<file path="src/hw/rtl/lmfb_pkg.sv">
// lmfb_pkg: shared constants and types for the led matrix frame buffer
// no dependencies; imported by every lmfb module and the top level
package lmfb_pkg;

  localparam int MATRIX_SIDE = 5;
  localparam int LED_TOTAL   = MATRIX_SIDE * MATRIX_SIDE;
  localparam int IDX_W       = $clog2(LED_TOTAL);

  localparam int COORD_W = 3;
  localparam int CHAN_W  = 8;
  localparam int GRB_W   = 3 * CHAN_W;
  localparam int PROD_W  = 2 * CHAN_W;
  localparam int IN_DATA_W  = 16;
  localparam int OUT_DATA_W = 24;
  localparam int CFG_IDX_W  = 2;

  typedef enum logic [CFG_IDX_W-1:0] {
    REG_COLOR_RED   = 2'd0,
    REG_COLOR_GREEN = 2'd1,
    REG_COLOR_BLUE  = 2'd2
  } cfg_reg_t;

  typedef enum logic {
    REQ_SET   = 1'b0,
    REQ_FLUSH = 1'b1
  } req_type_t;

  typedef struct packed {
    logic shift;
    logic write;
  } cell_ctl_t;

endpackage

</file>
<file path="src/hw/rtl/led_matrix_frame_buffer.sv">
// led_matrix_frame_buffer: frame buffer for a square serpentine led matrix
// depends on lmfb_pkg, lmfb_cell, lmfb_scale
//
// usage:
//   input stream in_*: in_tuser selects set (0) or flush (1); in_tdata holds
//   col, row and intensity. config port cfg_* writes the theme color (red,
//   green, blue at indexes 0..2, other indexes ignored); the user writes it
//   only while idle, not enforced by the block. output stream out_*: a flush
//   emits one grb word per led in chain order, out_tlast high on the final word.
// set and flush:
//   a set registers the products of the multipliers, then the scaled color
//   is written into the addressed cell. sets with a coordinate outside the
//   matrix are dropped.
//   a flush rotates the ring of cells once, one word per cycle while the
//   receiver accepts; the first word appears once the state register moves to
//   flush and the output register loads it. after the ring returns to place the
//   next item is taken even while the final word still waits in the output
//   register.
// reset: synchronous, clears every pixel to black and sets the color to red.
// stall: while out_tready is low the ring holds still and the word waits.
module led_matrix_frame_buffer (
  input  logic                            clk,
  input  logic                            rst_n,
  input  logic                            in_tvalid,
  output logic                            in_tready,
  input  logic [lmfb_pkg::IN_DATA_W-1:0]  in_tdata,   // col[2:0], row[5:3], intensity[13:6]
  input  logic                            in_tuser,   // req_type
  output logic                            out_tvalid,
  input  logic                            out_tready,
  output logic [lmfb_pkg::OUT_DATA_W-1:0] out_tdata,  // grb_word[23:0]
  output logic                            out_tlast,
  input  logic                            cfg_we,
  input  logic [lmfb_pkg::CFG_IDX_W-1:0]  cfg_index,
  input  logic [lmfb_pkg::CHAN_W-1:0]     cfg_wdata
);
  import lmfb_pkg::*;

  typedef enum logic [1:0] {
    ST_IDLE,
    ST_SET,
    ST_FLUSH
  } state_t;

  localparam logic [COORD_W:0] SIDE_C = (COORD_W+1)'(MATRIX_SIDE);
  localparam logic [IDX_W-1:0] SIDE_I = IDX_W'(MATRIX_SIDE);
  localparam logic [IDX_W-1:0] LAST_I = IDX_W'(LED_TOTAL - 1);

  state_t              state_r;
  logic [CHAN_W-1:0]   red_r, green_r, blue_r;
  logic [IDX_W-1:0]    pos_r;
  logic [IDX_W-1:0]    cnt_r;
  logic                out_valid_r;
  logic [GRB_W-1:0]    out_data_r;
  logic                out_last_r;

  logic [COORD_W-1:0]  col, row;
  logic [CHAN_W-1:0]   level;
  logic                in_acc, in_range, load_out;
  logic [IDX_W-1:0]    along, pos_nxt;
  logic [GRB_W-1:0]    scaled;
  logic [GRB_W-1:0]    cell_pix [LED_TOTAL];

  assign col   = in_tdata[COORD_W-1:0];
  assign row   = in_tdata[2*COORD_W-1:COORD_W];
  assign level = in_tdata[2*COORD_W +: CHAN_W];

  assign in_tready = (state_r == ST_IDLE);
  assign in_acc    = in_tvalid && in_tready;
  assign in_range  = ({1'b0, col} < SIDE_C) && ({1'b0, row} < SIDE_C);
  assign along     = row[0] ? (SIDE_I - IDX_W'(1) - IDX_W'(col)) : IDX_W'(col);
  assign pos_nxt   = LAST_I - (IDX_W'(row) * SIDE_I + along);
  assign load_out  = (state_r == ST_FLUSH) && (!out_valid_r || out_tready);

  always_ff @(posedge clk) begin
    if (!rst_n) begin
      red_r   <= 8'd255;
      green_r <= '0;
      blue_r  <= '0;
    end else if (cfg_we) begin
      unique case (cfg_index)
        REG_COLOR_RED:   red_r   <= cfg_wdata;
        REG_COLOR_GREEN: green_r <= cfg_wdata;
        REG_COLOR_BLUE:  blue_r  <= cfg_wdata;
        default: ;
      endcase
    end
  end

  lmfb_scale u_scale (
    .clk   (clk),
    .en    (in_acc),
    .red   (red_r),
    .green (green_r),
    .blue  (blue_r),
    .level (level),
    .grb   (scaled)
  );

  always_ff @(posedge clk) begin
    if (!rst_n) begin
      state_r     <= ST_IDLE;
      cnt_r       <= '0;
      out_valid_r <= 1'b0;
      out_last_r  <= 1'b0;
    end else begin
      if (load_out) begin
        out_valid_r <= 1'b1;
      end else if (out_tvalid && out_tready) begin
        out_valid_r <= 1'b0;
      end
      unique case (state_r)
        ST_IDLE: begin
          if (in_acc) begin
            if (in_tuser == REQ_FLUSH) begin
              state_r <= ST_FLUSH;
              cnt_r   <= '0;
            end else if (in_range) begin
              state_r <= ST_SET;
            end
          end
        end
        ST_SET: begin
          state_r <= ST_IDLE;
        end
        ST_FLUSH: begin
          if (load_out) begin
            out_last_r  <= (cnt_r == LAST_I);
            cnt_r       <= cnt_r + IDX_W'(1);
            if (cnt_r == LAST_I) begin
              state_r <= ST_IDLE;
            end
          end
        end
        default: state_r <= ST_IDLE;
      endcase
    end
  end

  always_ff @(posedge clk) begin
    if (in_acc) begin
      pos_r <= pos_nxt;
    end
    if (load_out) begin
      out_data_r <= cell_pix[0];
    end
  end

  for (genvar k = 0; k < LED_TOTAL; k++) begin : g_cell
    cell_ctl_t ctl;
    assign ctl.shift = load_out;
    assign ctl.write = (state_r == ST_SET) && (pos_r == IDX_W'(k));

    lmfb_cell u_cell (
      .clk      (clk),
      .rst_n    (rst_n),
      .ctl      (ctl),
      .wr_data  (scaled),
      .nbr_data (cell_pix[(k + 1) % LED_TOTAL]),
      .pix      (cell_pix[k])
    );
  end

  assign out_tvalid = out_valid_r;
  assign out_tdata  = out_data_r;
  assign out_tlast  = out_last_r;

endmodule

</file>
<file path="src/hw/rtl/lmfb_cell.sv">
// lmfb_cell: one pixel of the serpentine chain, loads a new color or its neighbor
// depends on lmfb_pkg
module lmfb_cell (
  input  logic                      clk,
  input  logic                      rst_n,
  input  lmfb_pkg::cell_ctl_t       ctl,
  input  logic [lmfb_pkg::GRB_W-1:0] wr_data,
  input  logic [lmfb_pkg::GRB_W-1:0] nbr_data,
  output logic [lmfb_pkg::GRB_W-1:0] pix
);
  import lmfb_pkg::*;

  logic [GRB_W-1:0] pix_r;

  always_ff @(posedge clk) begin
    if (!rst_n) begin
      pix_r <= '0;
    end else if (ctl.write) begin
      pix_r <= wr_data;
    end else if (ctl.shift) begin
      pix_r <= nbr_data;
    end
  end

  assign pix = pix_r;

endmodule

</file>
<file path="src/hw/rtl/lmfb_scale.sv">
// lmfb_scale: scales the theme color by an intensity, floor(c * i / 255) per channel
// depends on lmfb_pkg; products registered, divide by 255 after the register
module lmfb_scale (
  input  logic                        clk,
  input  logic                        en,
  input  logic [lmfb_pkg::CHAN_W-1:0] red,
  input  logic [lmfb_pkg::CHAN_W-1:0] green,
  input  logic [lmfb_pkg::CHAN_W-1:0] blue,
  input  logic [lmfb_pkg::CHAN_W-1:0] level,
  output logic [lmfb_pkg::GRB_W-1:0]  grb
);
  import lmfb_pkg::*;

  logic [PROD_W-1:0] prod_r_r;
  logic [PROD_W-1:0] prod_g_r;
  logic [PROD_W-1:0] prod_b_r;

  // exact x / 255 for x <= 255 * 255
  function automatic logic [CHAN_W-1:0] div255(input logic [PROD_W-1:0] x);
    logic [PROD_W:0] s;
    s = {1'b0, x} + (PROD_W+1)'(x >> CHAN_W) + (PROD_W+1)'(1);
    return s[CHAN_W +: CHAN_W];
  endfunction

  always_ff @(posedge clk) begin
    if (en) begin
      prod_r_r <= PROD_W'(red)   * PROD_W'(level);
      prod_g_r <= PROD_W'(green) * PROD_W'(level);
      prod_b_r <= PROD_W'(blue)  * PROD_W'(level);
    end
  end

  assign grb = {div255(prod_g_r), div255(prod_r_r), div255(prod_b_r)};

endmodule
</file>
<file path="config.mk">
export PLATFORM = sky130hd
export DESIGN_NAME = led_matrix_frame_buffer
export DESIGN_NICKNAME = d
export VERILOG_FILES = /design/src/hw/rtl/lmfb_pkg.sv /design/src/hw/rtl/led_matrix_frame_buffer.sv /design/src/hw/rtl/lmfb_cell.sv /design/src/hw/rtl/lmfb_scale.sv
export SDC_FILE = /design/constraint.sdc
export NUM_CORES = 2
export LEC_CHECK = 0
export BUFFER_PORTS_ARGS = -buffer_cell sky130_fd_sc_hd__buf_2
export CORE_ASPECT_RATIO = 1.25
export CORE_MARGIN = 2
export CORE_UTILIZATION = 59
export CTS_BUF_LIST = sky130_fd_sc_hd__clkbuf_4
export DETAILED_ROUTE_END_ITERATION = 10
export HOLD_SLACK_MARGIN = 0.1
export PLACE_DENSITY = 0.75
export REMOVE_ABC_BUFFERS = 1
export SYNTH_ARGS = -nofsm -noshare
export SYNTH_HDL_FRONTEND = slang
export SYNTH_SLANG_ARGS = --single-unit
</file>
<file path="constraint.sdc">
create_clock -name clk -period 5 [get_ports clk]
set_input_delay 0.5 -clock clk [delete_from_list [all_inputs] [get_ports clk]]
set_output_delay 0.5 -clock clk [all_outputs]
set_load 0.005 [all_outputs]
</file>
==> qor.yml <==
run_status:
  status: "finished, final reports clean"
min_path:
  hp-class: "in2reg"
clock_network:
  tritoncts: "built"
  htreeDepth: 4
  insertion_delay_ns: 1.04
  clock-sinks: 710
  cts-buffers-inserted: 175
  cts_resized: 0
  clk_pin_slew_ns: 0.06
  cts_buffer_depth: 3
  cts-root-buf: "clkbuf_4"
route:
  via_count: 34928
  vias_per_cell: 5.85
  drtIter0Drc: 3645
  wl_um: 106000
  dr.pass1.iters: 7
  wl_per_cell_um: 17.8
  final_antenna_net_count: 0
  drc: 0
sta:
  max_slew_margin_pct: 12.1
  finalSetupViolations: 0
  period_share_pct: 87.4
  hold_viol: 0
  finalSetupTns_ns: 0
  tightestPinTransition_ns: 1.32
  period_needed_ns: 4.37
  clock_skew_ns: 0.0413
  maxSlewViolCount: 0
  fin_ws_ns: 0.631
  rsz0062_at_grt: "no"
  clock.fmax_ghz: 0.229
yosys:
  synth.most_common_cell: "nand2_1"
  synth-edff-count: 77
  synth_top_area_share_pct: 33.5
  ys_seq_elements: 710
  synth_flop_cell: "dfxtp_1"
  synthArstFlopShare_pct: 0
  yosysWarnings: 0
  synthesis.area_sq_um: 37800
  syn-instance-count: 5072
  yosys-top-cells-area: "dfxtp_1 (33%), nand2_1 (18%), a21oi_1 (7.3%), nand3_1 (7.1%), edfxtp_1 (6.1%)"
  yosysTopAreaCell: "dfxtp_1"
  synth_common_cells: "nand2_1 (1793), dfxtp_1 (633), a21oi_1 (553), nand3_1 (538), clkbuf_1 (324)"
  avgSynthCellArea_sq_um: 7.46
  yosysSeqAreaShare_pct: 39.6
  synth_cell_types: 65
placed_design:
  dp_hpwl_um: 64000
  portBuffers: 56
  place.gp.congestion: 0.851
  place_ws_ns: 0.310
pwr:
  irDropWorstVdd_mv: 0.359
  p_per_area_nw_per_um2: 347
  p_leak_uw: 0.0180
flow_run:
  maxCapViolations: 0
setup_path:
  worstPathArrival_ns: 5.12
  critPathTopFamily: "adder cells"
  crit_fanout: 9
  crit_chain: "nand2_1, fa_1, fa_1, inv_1, fa_1, inv_1, fa_1, inv_1, ha_1, and3_1, a21oi_1, a31oi_1, a221oi_1, xnor2_1"
  cp-end-kind: "flip-flop"
  crit_top_cell: "fa_1"
  cp-start-kind: "flip-flop"
  cpMaxStageDelayCell: "dfxtp_1"
  cp_data_required_time_ns: 5.75
  cp_num_buf_inv: 3
  slowest_delay_ns: 0.54
  crit_type: "reg2reg"
floorplanning:
  die_x_um: 230
  start_util_pct: 59.8
  io_pins: 59
  dieHeight_um: 287
  rows: 103
  die-area_sq_um: 66200
  core_sq_um: 63300
final_layout:
  area_growth_pct: 8.30
  final_util_pct: 64.7
  drive_gt1_share_pct: 8.82
  nets: 5302
global_routing:
  grt_overflow: 0
  grt_usage_pct: 32.0
  grt_max_degree: 212
  grt_antenna_before_repair: 2
  grt_first_pass_wirelength_um: 172000
  grt_pass1_vias: 33491
timing repair:
| action | CTS | global route |
|---|---|---|
| buffers inserted | 0 | 0 |
| endpoints found under the hold margin | 119 | 0 |
| hold buffers | 24 | 0 |
worst reg2reg max path: cells and delay by family, from the launching register on:
kind	cells	cell delay, ns
simple gates	2	0.33
buf+inv	3	0.14
compound gates	3	0.72
fa+ha+maj	5	2.28
xor+xnor	1	0.09
flops	1	0.54
cell type report:
| type | instances | area [sq um] |
|---|---|---|
| Sequential cell | 710 | 15000 |
| Timing Repair Buffer | 155 | 1210 |
| Inverter | 167 | 637 |
| Multi-Input combinational cell | 3813 | 21000 |
| Fill cell | 5666 | 22300 |
| Clock buffer | 244 | 1830 |
| Antenna cell | 3 | 7.51 |
| Tap cell | 840 | 1050 |
| Clock inverter | 38 | 260 |
placed cells by master (no fill, tap or decap), drive strengths merged, types with 11 or more instances in the layout:
cell type       n
a211oi         60
a21o           13
a21oi         573
a221oi         14
and2          158
and3           66
buf           131
clkbuf        244
clkinv         30
dfxtp         633
dlygate4sd3    24
edfxtp         77
fa            110
ha            138
inv           168
mux2i          20
nand2        1793
nand2b         11
nand3         538
nand4          12
nor2           79
nor3           32
o21a           18
o21ai          41
xnor2          47
xor2           16
through the flow:
stage / instance area (sq um) / power, uW / hold slack (ns) / instances
after CTS: 41000 / 14200 / 0.138 / 5967
after detailed placement: 38600 / 9520 / 0.452 / 5661
after floorplan: 36300 / 8140 / 0.430 / 4690
after global placement: 38600 / 9480 / 0.453 / 5661
after global routing: 41000 / 14900 / 0.189 / 5970
final: 41000 / 14200 / 0.246 / 5970
cells by family after synthesis:
| kind of cell | Yosys count | share of synthesized area [%] |
|---|---|---|
| flip-flops | 710 | 39.6 |
| AO/OA/AOI/OAI | 757 | 11.4 |
| buffers and inverters | 549 | 5.66 |
| adder cells (fa/ha/maj) | 248 | 10.4 |
| AND/OR/NAND/NOR | 2725 | 31.0 |
| XOR/XNOR | 63 | 1.50 |
| multiplexers | 20 | 0.539 |
report_power, final:
part	total [uW]	internal [uW]	switching, uW	leakage [uW]
Combinational	3350	1030	2310	0.0109
Clock	4740	2390	2360	0.00123
Sequential	6130	5970	155	0.00585
Total	14200	9390	4820	0.0180
flip-flops by register name, indices dropped and copies added, names as in the netlist:
name / flops
state_r: 2
u_scale.prod_g_r: 16
blue_r: 8
out_tdata: 24
u_scale.prod_r_r: 16
out_tlast: 1
out_tvalid: 1
cnt_r: 5
green_r: 8
u_scale.prod_b_r: 16
g_cell.u_cell.pix: 600
red_r: 8
pos_r: 5
worst paths after layout:
| check | cells after the start | end | slack (ns) | from |
|---|---|---|---|---|
| hold reg to reg | 0 | out_tdata[4] | 0.47 | g_cell[0].u_cell.pix[4] |
| setup reg to reg | 14 | u_scale.prod_r_r[15] | 0.63 | red_r[2] |
| hold / removal | 5 | pos_r[3] | 0.25 | in_tdata[4] |
| setup / recovery | 14 | u_scale.prod_r_r[15] | 0.63 | red_r[2] |
layer usage:
metal / global-route usage (%) / share of wire [%] / vias up
met2: 54.5 / 49 / 1372
met4: 16.8 / 4.5 / 0
met5: 0 / 0 / -
li1: - / - / 16667
met1: 39.3 / 40 / 16593
met3: 4.78 / 6.6 / 296
No activity file was read; power rests on OpenSTA's default activity.
